[config.mk]
export PLATFORM = sky130hd
export DESIGN_NAME = isp_flash_packet_encoder_top_flat
export DESIGN_NICKNAME = d
export VERILOG_FILES = /design/src/rtl/ispfpe_pkg.sv /design/src/rtl/ispfpe_if.sv /design/src/rtl/ispfpe_front.sv /design/src/rtl/ispfpe_queue.sv /design/src/rtl/ispfpe_back.sv /design/src/rtl/isp_flash_packet_encoder_top.sv /design/src/flat_wrapper.sv
export SDC_FILE = /design/constraint.sdc
export NUM_CORES = 1
export LEC_CHECK = 0
export ABC_AREA = 1
export BUFFER_PORTS_ARGS = -buffer_cell sky130_fd_sc_hd__buf_2
export CAP_MARGIN = 20
export CELL_PAD_IN_SITES_DETAIL_PLACEMENT = 0
export CELL_PAD_IN_SITES_GLOBAL_PLACEMENT = 1
export CORE_MARGIN = 4
export CORE_UTILIZATION = 48
export DETAILED_ROUTE_END_ITERATION = 10
export HOLD_SLACK_MARGIN = 0.1
export PLACE_DENSITY_LB_ADDON = 0.1
export SLEW_MARGIN = 25
export SYNTH_ARGS = -nofsm -noshare
export SYNTH_HDL_FRONTEND = slang
export SYNTH_SLANG_ARGS = --single-unit
[constraint.sdc]
create_clock -name clk -period 5.6 [get_ports clk]
set_input_delay 0.28 -clock clk [delete_from_list [all_inputs] [get_ports clk]]
set_output_delay 0.28 -clock clk [all_outputs]
set_load 0.05 [all_outputs]
[src/rtl/ispfpe_pkg.sv]
`timescale 1ns / 1ps

package ispfpe_pkg;

  localparam int CFG_INDEX_W = 3;
  localparam int CFG_DATA_W  = 64;

  localparam logic [CFG_INDEX_W-1:0] CFG_VERIFY_MODE  = 3'd0;
  localparam logic [CFG_INDEX_W-1:0] CFG_IMAGE_SIZE   = 3'd1;
  localparam logic [CFG_INDEX_W-1:0] CFG_SECTOR_SHIFT = 3'd2;
  localparam logic [CFG_INDEX_W-1:0] CFG_DEVICE_UID   = 3'd3;
  localparam logic [CFG_INDEX_W-1:0] CFG_DEVICE_ID    = 3'd4;

  localparam logic [7:0] OP_ERASE   = 8'ha4;
  localparam logic [7:0] OP_PROGRAM = 8'ha5;
  localparam logic [7:0] OP_VERIFY  = 8'ha6;
  localparam logic [7:0] ERASE_LEN  = 8'h04;
  localparam logic [7:0] TRAIL_LEN  = 8'h05;
  localparam logic [7:0] HDR_EXTRA  = 8'h05;

  localparam int QUEUE_DEPTH = 2;

  typedef struct packed {
    logic        verify_mode;
    logic [23:0] image_size;
    logic [4:0]  sector_shift;
    logic [63:0] device_uid;
    logic [7:0]  device_id;
  } cfg_t;

  typedef struct packed {
    logic        excess;
    logic        erase;
    logic        header;
    logic        trailer;
    logic        prog;
    logic [7:0]  data;
    logic        data_end;
    logic [7:0]  len5;
    logic [23:0] offset;
    logic [23:0] sectors;
    logic [23:0] size;
  } desc_t;

  typedef enum logic [2:0] {
    PH_IDLE,
    PH_ERASE,
    PH_HEADER,
    PH_DATA,
    PH_TRAILER,
    PH_EXCESS
  } phase_t;

endpackage

[src/rtl/ispfpe_if.sv]
`timescale 1ns / 1ps

interface ispfpe_in_if;
  logic       valid;
  logic       ready;
  logic [7:0] image_byte;

  modport source (output valid, output image_byte, input ready);
  modport sink (input valid, input image_byte, output ready);
endinterface

interface ispfpe_out_if;
  logic       valid;
  logic       ready;
  logic [7:0] out_byte;
  logic       packet_end;
  logic       run_last;
  logic       excess_error;

  modport source (output valid, output out_byte, output packet_end, output run_last,
                  output excess_error, input ready);
  modport sink (input valid, input out_byte, input packet_end, input run_last,
                input excess_error, output ready);
endinterface

[src/rtl/ispfpe_front.sv]
`timescale 1ns / 1ps

module ispfpe_front import ispfpe_pkg::*; #(
  parameter int CHUNK_BYTES = 56
) (
  input  logic        clk,
  input  logic        rst_n,
  input  cfg_t        cfg,
  ispfpe_in_if.sink   in_ch,
  input  logic        q_full,
  output logic        q_push,
  output desc_t       q_data
);

  localparam logic [23:0] ChunkLen = 24'(CHUNK_BYTES);

  logic [23:0] offset_r, offset_nxt;
  logic [5:0]  cpos_r, cpos_nxt;

  logic [5:0]  cpos_fix;
  logic [23:0] chunk_start;
  logic [23:0] remain;
  logic [5:0]  len;
  logic        chunk_end;
  logic [7:0]  uid_sum;
  logic [7:0]  key;
  logic [23:0] round_mask;
  logic [23:0] sectors;
  logic        excess;
  logic        prog;
  logic        accept;
  logic [23:0] offset_inc;

  always_comb begin
    cpos_fix    = ({18'd0, cpos_r} > offset_r) ? 6'd0 : cpos_r;
    chunk_start = offset_r - {18'd0, cpos_fix};
    remain      = cfg.image_size - chunk_start;
    len         = (remain < ChunkLen) ? remain[5:0] : ChunkLen[5:0];
    chunk_end   = ({1'b0, cpos_fix} + 7'd1) >= {1'b0, len};

    uid_sum = 8'd0;
    for (int i = 0; i < 8; i++) begin
      uid_sum = uid_sum + cfg.device_uid[8*i +: 8];
    end
    key = (cpos_fix[2:0] == 3'b111) ? uid_sum + cfg.device_id : uid_sum;

    round_mask = ~(24'hffffff << cfg.sector_shift);
    sectors    = (cfg.image_size >> cfg.sector_shift)
               + {23'd0, |(cfg.image_size & round_mask)};

    prog       = !cfg.verify_mode;
    excess     = offset_r >= cfg.image_size;
    offset_inc = offset_r + 24'd1;
  end

  assign in_ch.ready = !q_full;
  assign accept      = in_ch.valid && in_ch.ready;
  assign q_push      = accept;

  always_comb begin
    q_data          = '0;
    q_data.excess   = excess;
    q_data.erase    = (offset_r == 24'd0) && prog;
    q_data.header   = (cpos_fix == 6'd0);
    q_data.trailer  = (offset_inc >= cfg.image_size) && prog;
    q_data.prog     = prog;
    q_data.data     = in_ch.image_byte ^ key;
    q_data.data_end = chunk_end;
    q_data.len5     = {2'b00, len} + HDR_EXTRA;
    q_data.offset   = offset_r;
    q_data.sectors  = sectors;
    q_data.size     = cfg.image_size;
  end

  always_comb begin
    offset_nxt = offset_r;
    cpos_nxt   = cpos_r;
    if (accept && !excess) begin
      offset_nxt = offset_inc;
      cpos_nxt   = chunk_end ? 6'd0 : cpos_fix + 6'd1;
    end
  end

  always_ff @(posedge clk) begin
    if (!rst_n) begin
      offset_r <= '0;
      cpos_r   <= '0;
    end else begin
      offset_r <= offset_nxt;
      cpos_r   <= cpos_nxt;
    end
  end

endmodule

[src/rtl/ispfpe_queue.sv]
`timescale 1ns / 1ps

module ispfpe_queue import ispfpe_pkg::*; (
  input  logic  clk,
  input  logic  rst_n,
  input  logic  push,
  input  desc_t push_data,
  output logic  full,
  input  logic  pop,
  output logic  head_valid,
  output desc_t head_data
);

  localparam int PtrW = $clog2(QUEUE_DEPTH);
  localparam int CntW = $clog2(QUEUE_DEPTH + 1);

  desc_t           mem_r [QUEUE_DEPTH];
  logic [PtrW-1:0] wptr_r, wptr_nxt;
  logic [PtrW-1:0] rptr_r, rptr_nxt;
  logic [CntW-1:0] count_r, count_nxt;

  assign full       = (count_r == CntW'(QUEUE_DEPTH));
  assign head_valid = (count_r != '0);
  assign head_data  = mem_r[rptr_r];

  always_comb begin
    wptr_nxt  = wptr_r;
    rptr_nxt  = rptr_r;
    count_nxt = count_r;
    if (push) begin
      wptr_nxt = (wptr_r == PtrW'(QUEUE_DEPTH - 1)) ? '0 : wptr_r + 1'b1;
    end
    if (pop) begin
      rptr_nxt = (rptr_r == PtrW'(QUEUE_DEPTH - 1)) ? '0 : rptr_r + 1'b1;
    end
    if (push && !pop) begin
      count_nxt = count_r + 1'b1;
    end else if (pop && !push) begin
      count_nxt = count_r - 1'b1;
    end
  end

  always_ff @(posedge clk) begin
    if (push) begin
      mem_r[wptr_r] <= push_data;
    end
  end

  always_ff @(posedge clk) begin
    if (!rst_n) begin
      wptr_r  <= '0;
      rptr_r  <= '0;
      count_r <= '0;
    end else begin
      wptr_r  <= wptr_nxt;
      rptr_r  <= rptr_nxt;
      count_r <= count_nxt;
    end
  end

  a_no_push_full: assert property (@(posedge clk) disable iff (!rst_n)
    full |-> !push || pop) else $error("push into full queue");
  a_no_pop_empty: assert property (@(posedge clk) disable iff (!rst_n)
    pop |-> head_valid) else $error("pop from empty queue");
  a_count_step: assert property (@(posedge clk) disable iff (!rst_n)
    (push && !pop) |=> count_r == $past(count_r) + 1'b1) else $error("count slip");

endmodule

[src/rtl/ispfpe_back.sv]
`timescale 1ns / 1ps

module ispfpe_back import ispfpe_pkg::*; (
  input  logic         clk,
  input  logic         rst_n,
  input  logic         q_valid,
  input  desc_t        q_head,
  output logic         q_pop,
  ispfpe_out_if.source out_ch
);

  phase_t     phase_r, phase_nxt;
  logic [2:0] cnt_r, cnt_nxt;

  logic       out_valid_r, out_valid_nxt;
  logic [7:0] out_byte_r, out_byte_nxt;
  logic       out_end_r, out_end_nxt;
  logic       out_last_r, out_last_nxt;
  logic       out_err_r, out_err_nxt;

  phase_t     cur_ph;
  phase_t     next_ph;
  logic       fire;
  logic       seg_done;
  logic       last;
  logic [7:0] sel_byte;
  logic       sel_end;
  logic       sel_err;

  assign fire = q_valid && (!out_valid_r || out_ch.ready);

  always_comb begin
    if (phase_r != PH_IDLE) begin
      cur_ph = phase_r;
    end else if (q_head.excess) begin
      cur_ph = PH_EXCESS;
    end else if (q_head.erase) begin
      cur_ph = PH_ERASE;
    end else if (q_head.header) begin
      cur_ph = PH_HEADER;
    end else begin
      cur_ph = PH_DATA;
    end
  end

  always_comb begin
    sel_byte = 8'h00;
    sel_end  = 1'b0;
    sel_err  = 1'b0;
    seg_done = 1'b0;
    last     = 1'b0;
    next_ph  = PH_IDLE;
    unique case (cur_ph)
      PH_ERASE: begin
        seg_done = (cnt_r == 3'd6);
        sel_end  = seg_done;
        next_ph  = q_head.header ? PH_HEADER : PH_DATA;
        unique case (cnt_r)
          3'd0:    sel_byte = OP_ERASE;
          3'd1:    sel_byte = ERASE_LEN;
          3'd3:    sel_byte = q_head.sectors[7:0];
          3'd4:    sel_byte = q_head.sectors[15:8];
          3'd5:    sel_byte = q_head.sectors[23:16];
          default: sel_byte = 8'h00;
        endcase
      end
      PH_HEADER: begin
        seg_done = (cnt_r == 3'd7);
        next_ph  = PH_DATA;
        unique case (cnt_r)
          3'd0:    sel_byte = q_head.prog ? OP_PROGRAM : OP_VERIFY;
          3'd1:    sel_byte = q_head.len5;
          3'd3:    sel_byte = q_head.offset[7:0];
          3'd4:    sel_byte = q_head.offset[15:8];
          3'd5:    sel_byte = q_head.offset[23:16];
          default: sel_byte = 8'h00;
        endcase
      end
      PH_DATA: begin
        seg_done = 1'b1;
        sel_byte = q_head.data;
        sel_end  = q_head.data_end;
        last     = !q_head.trailer;
        next_ph  = PH_TRAILER;
      end
      PH_TRAILER: begin
        seg_done = (cnt_r == 3'd7);
        sel_end  = seg_done;
        last     = seg_done;
        unique case (cnt_r)
          3'd0:    sel_byte = OP_PROGRAM;
          3'd1:    sel_byte = TRAIL_LEN;
          3'd3:    sel_byte = q_head.size[7:0];
          3'd4:    sel_byte = q_head.size[15:8];
          3'd5:    sel_byte = q_head.size[23:16];
          default: sel_byte = 8'h00;
        endcase
      end
      PH_EXCESS: begin
        seg_done = 1'b1;
        sel_err  = 1'b1;
        last     = 1'b1;
      end
      default: begin
        seg_done = 1'b0;
      end
    endcase
  end

  always_comb begin
    phase_nxt     = phase_r;
    cnt_nxt       = cnt_r;
    out_valid_nxt = out_valid_r;
    out_byte_nxt  = out_byte_r;
    out_end_nxt   = out_end_r;
    out_last_nxt  = out_last_r;
    out_err_nxt   = out_err_r;
    q_pop         = 1'b0;
    if (fire) begin
      out_valid_nxt = 1'b1;
      out_byte_nxt  = sel_byte;
      out_end_nxt   = sel_end;
      out_last_nxt  = last;
      out_err_nxt   = sel_err;
      if (last) begin
        q_pop     = 1'b1;
        phase_nxt = PH_IDLE;
        cnt_nxt   = 3'd0;
      end else if (seg_done) begin
        phase_nxt = next_ph;
        cnt_nxt   = 3'd0;
      end else begin
        phase_nxt = cur_ph;
        cnt_nxt   = cnt_r + 3'd1;
      end
    end else if (out_ch.ready) begin
      out_valid_nxt = 1'b0;
    end
  end

  always_ff @(posedge clk) begin
    if (!rst_n) begin
      phase_r     <= PH_IDLE;
      cnt_r       <= '0;
      out_valid_r <= 1'b0;
    end else begin
      phase_r     <= phase_nxt;
      cnt_r       <= cnt_nxt;
      out_valid_r <= out_valid_nxt;
    end
  end

  always_ff @(posedge clk) begin
    out_byte_r <= out_byte_nxt;
    out_end_r  <= out_end_nxt;
    out_last_r <= out_last_nxt;
    out_err_r  <= out_err_nxt;
  end

  assign out_ch.valid        = out_valid_r;
  assign out_ch.out_byte     = out_byte_r;
  assign out_ch.packet_end   = out_end_r;
  assign out_ch.run_last     = out_last_r;
  assign out_ch.excess_error = out_err_r;

  a_pop_on_last: assert property (@(posedge clk) disable iff (!rst_n)
    q_pop |-> fire && last) else $error("queue popped before last byte");
  a_erase_len: assert property (@(posedge clk) disable iff (!rst_n)
    phase_r == PH_ERASE |-> cnt_r < 3'd7) else $error("erase packet overrun");
  a_idle_cnt: assert property (@(posedge clk) disable iff (!rst_n)
    phase_r == PH_IDLE |-> cnt_r == 3'd0) else $error("byte count left over");
  a_excess_form: assert property (@(posedge clk) disable iff (!rst_n)
    out_valid_r && out_err_r |-> out_last_r && !out_end_r && out_byte_r == 8'h00)
    else $error("malformed excess result");

endmodule

[src/rtl/isp_flash_packet_encoder_top.sv]
`timescale 1ns / 1ps

// flash loader packet encoder
// in_ch takes one plain image byte per transfer; out_ch gives the command packet
// stream one byte per transfer with packet_end, run_last and excess_error flags.
// cfg_we / cfg_index / cfg_data write the session registers (verify mode, image
// size, sector shift, uid, chip id); write them only while the block is idle.
// an accepted byte is classified at once and queued (two entries); the packet
// sequencer then sends its 1 to 24 result bytes, one per cycle when not stalled,
// through an output register. the first result of a byte passes the queue entry
// and the output register before it is valid. a byte with no erase, header
// or trailer gives one result, so input runs at one byte per cycle
// in steady state with the receiver ready; a chunk opener adds 8 header bytes.
// when the receiver stalls the output register holds, the queue fills and
// in_ch.ready falls; nothing is dropped.
// reset (rst_n low, synchronous) restores register defaults, clears the byte
// offset and chunk position, empties the queue and drops out_ch.valid.
// bytes past image_size yield one flagged result each; a larger size resumes.
module isp_flash_packet_encoder_top import ispfpe_pkg::*; #(
  parameter int CHUNK_BYTES = 56
) (
  input  logic                   clk,
  input  logic                   rst_n,
  input  logic                   cfg_we,
  input  logic [CFG_INDEX_W-1:0] cfg_index,
  input  logic [CFG_DATA_W-1:0]  cfg_data,
  ispfpe_in_if.sink              in_ch,
  ispfpe_out_if.source           out_ch
);

  cfg_t  cfg_r, cfg_nxt;
  logic  q_push, q_full, q_pop, q_valid;
  desc_t q_in, q_head;

  always_comb begin
    cfg_nxt = cfg_r;
    if (cfg_we) begin
      unique case (cfg_index)
        CFG_VERIFY_MODE:  cfg_nxt.verify_mode  = cfg_data[0];
        CFG_IMAGE_SIZE:   cfg_nxt.image_size   = cfg_data[23:0];
        CFG_SECTOR_SHIFT: cfg_nxt.sector_shift = cfg_data[4:0];
        CFG_DEVICE_UID:   cfg_nxt.device_uid   = cfg_data;
        CFG_DEVICE_ID:    cfg_nxt.device_id    = cfg_data[7:0];
        default:          cfg_nxt = cfg_r;
      endcase
    end
  end

  always_ff @(posedge clk) begin
    if (!rst_n) begin
      cfg_r.verify_mode  <= 1'b0;
      cfg_r.image_size   <= 24'd64;
      cfg_r.sector_shift <= 5'd10;
      cfg_r.device_uid   <= '0;
      cfg_r.device_id    <= '0;
    end else begin
      cfg_r <= cfg_nxt;
    end
  end

  ispfpe_front #(
    .CHUNK_BYTES (CHUNK_BYTES)
  ) u_front (
    .clk    (clk),
    .rst_n  (rst_n),
    .cfg    (cfg_r),
    .in_ch  (in_ch),
    .q_full (q_full),
    .q_push (q_push),
    .q_data (q_in)
  );

  ispfpe_queue u_queue (
    .clk        (clk),
    .rst_n      (rst_n),
    .push       (q_push),
    .push_data  (q_in),
    .full       (q_full),
    .pop        (q_pop),
    .head_valid (q_valid),
    .head_data  (q_head)
  );

  ispfpe_back u_back (
    .clk     (clk),
    .rst_n   (rst_n),
    .q_valid (q_valid),
    .q_head  (q_head),
    .q_pop   (q_pop),
    .out_ch  (out_ch)
  );

endmodule

[src/flat_wrapper.sv]
// flat-port wrapper written by rule: the top's interface ports become plain ports
module isp_flash_packet_encoder_top_flat import ispfpe_pkg::*;
#(
  parameter int CHUNK_BYTES = 56
)
  (clk, rst_n, cfg_we, cfg_index, cfg_data, in_ch_valid, in_ch_image_byte, in_ch_ready, out_ch_valid, out_ch_out_byte, out_ch_packet_end, out_ch_run_last, out_ch_excess_error, out_ch_ready);
  ispfpe_in_if in_ch_i ();
  ispfpe_out_if out_ch_i ();
  input  logic clk;
  input  logic rst_n;
  input  logic cfg_we;
  input  logic [CFG_INDEX_W-1:0] cfg_index;
  input  logic [CFG_DATA_W-1:0] cfg_data;
  input wire logic [$bits(in_ch_i.valid)-1:0] in_ch_valid;
  input wire logic [$bits(in_ch_i.image_byte)-1:0] in_ch_image_byte;
  output wire logic [$bits(in_ch_i.ready)-1:0] in_ch_ready;
  output wire logic [$bits(out_ch_i.valid)-1:0] out_ch_valid;
  output wire logic [$bits(out_ch_i.out_byte)-1:0] out_ch_out_byte;
  output wire logic [$bits(out_ch_i.packet_end)-1:0] out_ch_packet_end;
  output wire logic [$bits(out_ch_i.run_last)-1:0] out_ch_run_last;
  output wire logic [$bits(out_ch_i.excess_error)-1:0] out_ch_excess_error;
  input wire logic [$bits(out_ch_i.ready)-1:0] out_ch_ready;
  assign in_ch_i.valid = in_ch_valid;
  assign in_ch_i.image_byte = in_ch_image_byte;
  assign in_ch_ready = in_ch_i.ready;
  assign out_ch_valid = out_ch_i.valid;
  assign out_ch_out_byte = out_ch_i.out_byte;
  assign out_ch_packet_end = out_ch_i.packet_end;
  assign out_ch_run_last = out_ch_i.run_last;
  assign out_ch_excess_error = out_ch_i.excess_error;
  assign out_ch_i.ready = out_ch_ready;
  isp_flash_packet_encoder_top #(.CHUNK_BYTES(CHUNK_BYTES)) u_core (.clk(clk), .rst_n(rst_n), .cfg_we(cfg_we), .cfg_index(cfg_index), .cfg_data(cfg_data), .in_ch(in_ch_i), .out_ch(out_ch_i));
endmodule
After elaboration in Yosys (flattened, before gate mapping) --
Memories as Yosys holds them, arrays and structs flattened. A register that Yosys moved wholly into a read port is not among the register bits. Index checks and enable logic that the tools add are counted.
Storage, ports and cells: bits in registers 154, RAM bits 186, input bits 80, output and inout bits 13, logic and storage cells 130, memories 1
Memories:
- u_core.u_queue.mem_r | depth 2, width 93, read ports 1, clocked after memory_dff 1, write ports 1, RTL line ispfpe_queue.sv:17 | desc_t mem_r [QUEUE_DEPTH];
Operators by class: add/sub/neg operators 20, $lt $le $gt $ge 5, equal/unequal tests 17, shifts and indexed selects 2, multiplexer cells 34, bitwise operators 3, reduce and logical (&&, ||, !) cells 31
Operator list (count):
- $pmux W8 S5 | 3
- $add A8 B8 Y8 | 8
- $ge A24 B24 Y1 | 2
- $pmux W8 S4 | 1
- $add A24 B1 Y24 | 1
- $add A24 B1 Y24 const B | 1
- $and A24 B24 Y24 | 1
- $eq A3 B3 Y1 const B | 8
- $gt A6 B24 Y1 | 1
- $logic_not A24 Y1 | 1
- $lt A24 B6 Y1 const B | 1
- $not A24 Y24 | 1
- $reduce_or A24 Y1 | 1
- $shl A24 B5 Y24 const A | 1
- $shr A24 B5 Y24 | 1
- $sub A24 B24 Y24 | 1
- $sub A24 B6 Y24 | 1
- $mux W3 | 6
- $mux W6 | 3
- $eq A3 B2 Y1 const B | 5
- $mux W1 | 12
- $reduce_and A2 Y1 | 5
- $eq A3 B1 Y1 const B | 3
- $pmux W1 S3 | 3
- other kinds (21) | 41

Logic depth before layout (Yosys ltp) --
depth in word-level cells 11, mapped depth 43, gate-level depth less buffers 43

By module --
A second synthesis with hierarchy kept.
Second synthesis, totals: cell total of the unflattened synthesis 2698, area, all modules 22181.3 um2
Modules (own cells, without submodules):
- ispfpe_front | times used 1, cells each 1481, area each 9208.8 um2, seq. area each 600.6 um2
- ispfpe_queue | times used 1, cells each 327, area each 7021.7 um2, seq. area each 5745.5 um2
- isp_flash_packet_encoder_top | times used 1, cells each 630, area each 4212.8 um2, seq. area each 2042.0 um2
- ispfpe_back | times used 1, cells each 260, area each 1737.9 um2, seq. area each 470.5 um2

Worst setup path after synthesis --
OpenSTA, ideal clock, no wires.
kind register to register, start register u_core.u_queue.count_r[0], end memory u_core.u_queue.mem_r[1][0] in the netlist's numbering, enable pin, library setup time 0.547 ns, data arrival time 4.834 ns, required time 5.053 ns, slack 0.218 ns, cell stages (with the launch flop) 5, buffers on the path 0, period minus slack after synthesis 5.382 ns, cell sequence dfxtp_1 > inv_1 > nand2_1 > nand2_1 > nor2_1
Between the ends: longest elaborated chain between the ends 5
RTL lines:
- start: declaration | RTL line ispfpe_queue.sv:20 | logic [CntW-1:0] count_r, count_nxt;
- start signal: assignment | RTL line ispfpe_queue.sv:57 | count_r <= count_nxt;
- $eq A2 B2 Y1 | RTL line ispfpe_queue.sv:22 | assign full = (count_r == CntW'(QUEUE_DEPTH));
- $logic_not A1 Y1 | RTL line ispfpe_front.sv:56 | assign in_ch.ready = !q_full;
- net in_ch_ready | RTL line flat_wrapper.sv:16 | output wire logic [$bits(in_ch_i.ready)-1:0] in_ch_ready;
- $logic_and A1 B1 Y1 | RTL line ispfpe_front.sv:57 | assign accept = in_ch.valid && in_ch.ready;
- $mux W1 | RTL line ispfpe_queue.sv:44 | if (push) begin
- $mux W1 (not written as such) | RTL line ispfpe_queue.sv:45 | mem_r[wptr_r] <= push_data;
- end: declaration | RTL line ispfpe_queue.sv:17
The timed path passes the listed nets, and every way through them passes these cells.

==> impl_results.md <==
* Outcome: finished, final reports clean
* Residual DRC at 0
* Internal Pwr Total at slightly above 0.006 W
* Die Width at 215 um
* Worst path bufs/invs at 8
* Postcts setup bufs at 0
* Slowest CP cell: fa_2
* Clock root buffer: clkbuf_16
* Crit path DAT at 5.51 ns
* First-pass GRT wire length at 97,000 um
* Area contributors post-synth: edfxtp_1, dfxtp_1, ha_1
* Cell mode on critical path: nand2_1
* CP Capture Type: flip-flop
* Ant. Diodes at 0
* Reg power frac at 0.322
* Maxcap violations at 0
* CTS tree: built
* Slew HR at 0.342
* Initial antenna violation count at 3
* Clk pin slew, worst setup/hold paths at 0.06 ns
* Final WL at approximately 63,000 um
* Clock Power Share at 0.243
* Initial core utilization at 0.488
* PwrDens at roughly 440 nW/um2
* Cell Rows at 75
* FFs w/ async S/R, synth at 0
* Combinational group share of total power at 0.435
* Max clock buf depth at 3
* Post-synth EDFFs at 197
* Detailed-router iteration count before antenna repair at 6
* IO Count at 93
* GP Congestion at 0.928
* CP required at 5.87 ns
* Final setup violation count at 0
* Total CTS buffers at 39
* Hold Crit Class: in -> reg
* Area Overhead vs Synth at 16.0%
* Crit Path Class: reg -> reg
* Cells after Synth at approximately 2,400
* Synth Warn # at 0
* Netlist Area Pre-Place at 20,600 um2
* Leak pwr at 9.98 nW
* Hold WS at 0.140 ns
* Total GRT Usage at 0.266
* Psw at about 0.0043 W
* CP top delay family: simple AND/OR/NAND/NOR gates
* Largest net degree at the start of global routing at 129
* IO Port Bufs at around 90
* Post-synthesis sequential area ratio at 0.428
* Sw Share at 0.413
* Share of the synthesized area in the top cell type at 0.288
* Crit path max fanout at 7
* Tcrit/Tclk final at 0.935
* Routed vias at about 18,000
* Nets at 2,881
* Avg Cell Area, Syn at 8.40 um2
* Worst setup SP type: flip-flop
* Max H-tree Level at 2
* Detail Placement HPWL at 47,400 um
* Max Slew Vio Count at 0
* Worst path max stage delay at 0.40 ns
* Tmin final at approximately 5.2 ns
* Num Clock Sinks at 341
* Die area at 46,200 um2
* Post-DRT Antenna Nets at 0
* Number of global-route vias before repair at 16,934
* Unique masters post-synth at 61
* Vias per cell at roughly 5.5
* Ratio of cells with drive above 1 in the final layout at 0.105
* Fmax at 191 MHz
* Post-synthesis register bit count at around 340
* TNS Setup at 0 ns
* DRT iter0 DRCs at 1,744
* Grt ovf at 0
* Post-DR wirelength/cell at between 15 and 20 um
* Clk_lat worst skew at 0.56 ns
* Chip height at 215 um
* Final hold viol count at 0
* Mapped Nets at 2,705
* Worst VDD drop at 0.000270 V
* Synth Flop Type: edfxtp_1
* Worst slew pin tran at 0.980 ns
* Clock Skew at 0.0228 ns
* Core ar. at 42,100 um2
* Largest area contributor in the synthesized netlist: edfxtp_1
## power groups by stage
stage	Sequential [W]	Combinational, W	Clock (W)
after global routing	0.00339	0.00507	0.00269
after global placement	0.00339	0.00438	0
after floorplan	0.00356	0.00283	0
final	0.00336	0.00454	0.00254
after CTS	0.00335	0.00446	0.00258
after detailed placement	0.00340	0.00440	0
## worst reg2reg max path: cells and delay by family (launching register included)
family,cells,cell delay [ns]
flip-flops,1,0.33
adder cells (fa/ha/maj),4,1.35
buffers and inverters,8,0.70
XOR/XNOR,1,0.07
AO/OA/AOI/OAI,4,0.38
AND/OR/NAND/NOR,21,2.13
## cell usage in the layout (no fill, tap or decap), types with 9 or more instances in the layout
cell             n
o2111ai_1       14
nand4_1         41
ha_1           127
o21ai_0        240
nor3_1          25
o22ai_1         13
dfxtp_1        140
o21ai_2          9
dlygate4sd3_1   73
a21oi_1        189
o221ai_1        10
o211ai_1        10
fa_1            44
nand2_1        423
nand3b_1         9
buf_4           49
edfxtp_1       197
a211oi_1        10
clkbuf_16       40
inv_1          336
buf_2           92
o21ai_1         19
xnor2_1         23
nor2_2          12
nor2_1         238
inv_2            9
xor2_1          54
nand3_1         73
## synthesized netlist by cell type, drive strengths merged, types with 6 or more instances
library cell,n
o22ai,18
o2111ai,14
o221ai,13
a221o,6
buf,16
nand3,75
edfxtp,197
nand4,41
ha,131
o211ai,11
nand3b,9
dfxtp,144
nor3,33
a21oi,193
nor2,255
mux2i,7
xnor2,23
fa,45
xor2,54
a211oi,10
clkbuf,64
inv,346
o21ai,268
nand2,431
## cell type report
cell class                      count  area [um2]
Timing Repair Buffer              215        1570
Multi-Input combinational cell   1679       10200
Sequential cell                   341        8800
Inverter                          349        1310
Clock inverter                     19         195
Fill cell                        3838       18300
Tap cell                          539         674
Clock buffer                       51        1070
## path summary, 6_finish.rpt
check,end,slack (ns),cells past startpoint,start
worst min-delay path,u_core.cfg_r[101],0.14,4,cfg_index[1]
worst max register to register,u_core.u_queue.mem_r[0][79],0.36,38,u_core.u_front.offset_r[1]
worst min register to register,u_core.cfg_r[64],0.46,2,u_core.cfg_r[64]
worst max-delay path,u_core.u_queue.mem_r[0][79],0.36,38,u_core.u_front.offset_r[1]
## sequential cells by signal, summed over array words and instances (netlist names), 2 cells and up, named ones only
name / cells
u_core.u_back.out_ch.out_byte: 8
u_core.u_back.cnt_r: 3
u_core.u_back.phase_r: 3
u_core.u_front.cpos_r: 6
u_core.u_front.offset_r: 24
u_core.u_queue.mem_r: 186
u_core.u_queue.count_r: 2
u_core.cfg_r: 102
## cells by family (layout without fill, tap and decap cells)
logic type / count (synthesis) / count (layout) / share of synthesized area
flops: 341 / 341 / 0.428
mux: 7 / 7 / 0.00341
buf+inv: 429 / 634 / 0.0802
compound gates: 569 / 569 / 0.159
simple gates: 850 / 850 / 0.174
xor+xnor: 77 / 77 / 0.0328
fa+ha+maj: 176 / 176 / 0.124
## through the flow
step | area, um2 | total power (W) | util | setup slack [ns] | instances
2_1_floorplan | 20600 | 0.00639 | - | 0.218 | 2449
3_3_place_gp | 21800 | 0.00777 | 0.517 | 0.338 | 3050
3_5_place_dp | 21800 | 0.00781 | 0.517 | 0.160 | 3050
4_1_cts | 23800 | 0.0104 | 0.564 | 0.156 | 3193
5_1_grt | 23900 | 0.0111 | 0.566 | -0.0209 | 3193
6_report | 23900 | 0.0104 | 0.566 | 0.363 | 3193
## timing repair
action | in CTS | in global routing
setup endpoints to repair | 0 | 12
hold endpoints to repair | 98 | 0
gates resized for setup | 0 | 23
hold buffers | 73 | 0
## metal layers
metal  vias up  track usage  part of all wire
met5         -            0           0.00021
met4         2       0.0713             0.027
met3       101       0.0517             0.073
met2       570        0.417              0.45
met1      8307        0.380              0.45
li1       8594            -                 -
No activity file was read; power rests on OpenSTA's default activity.
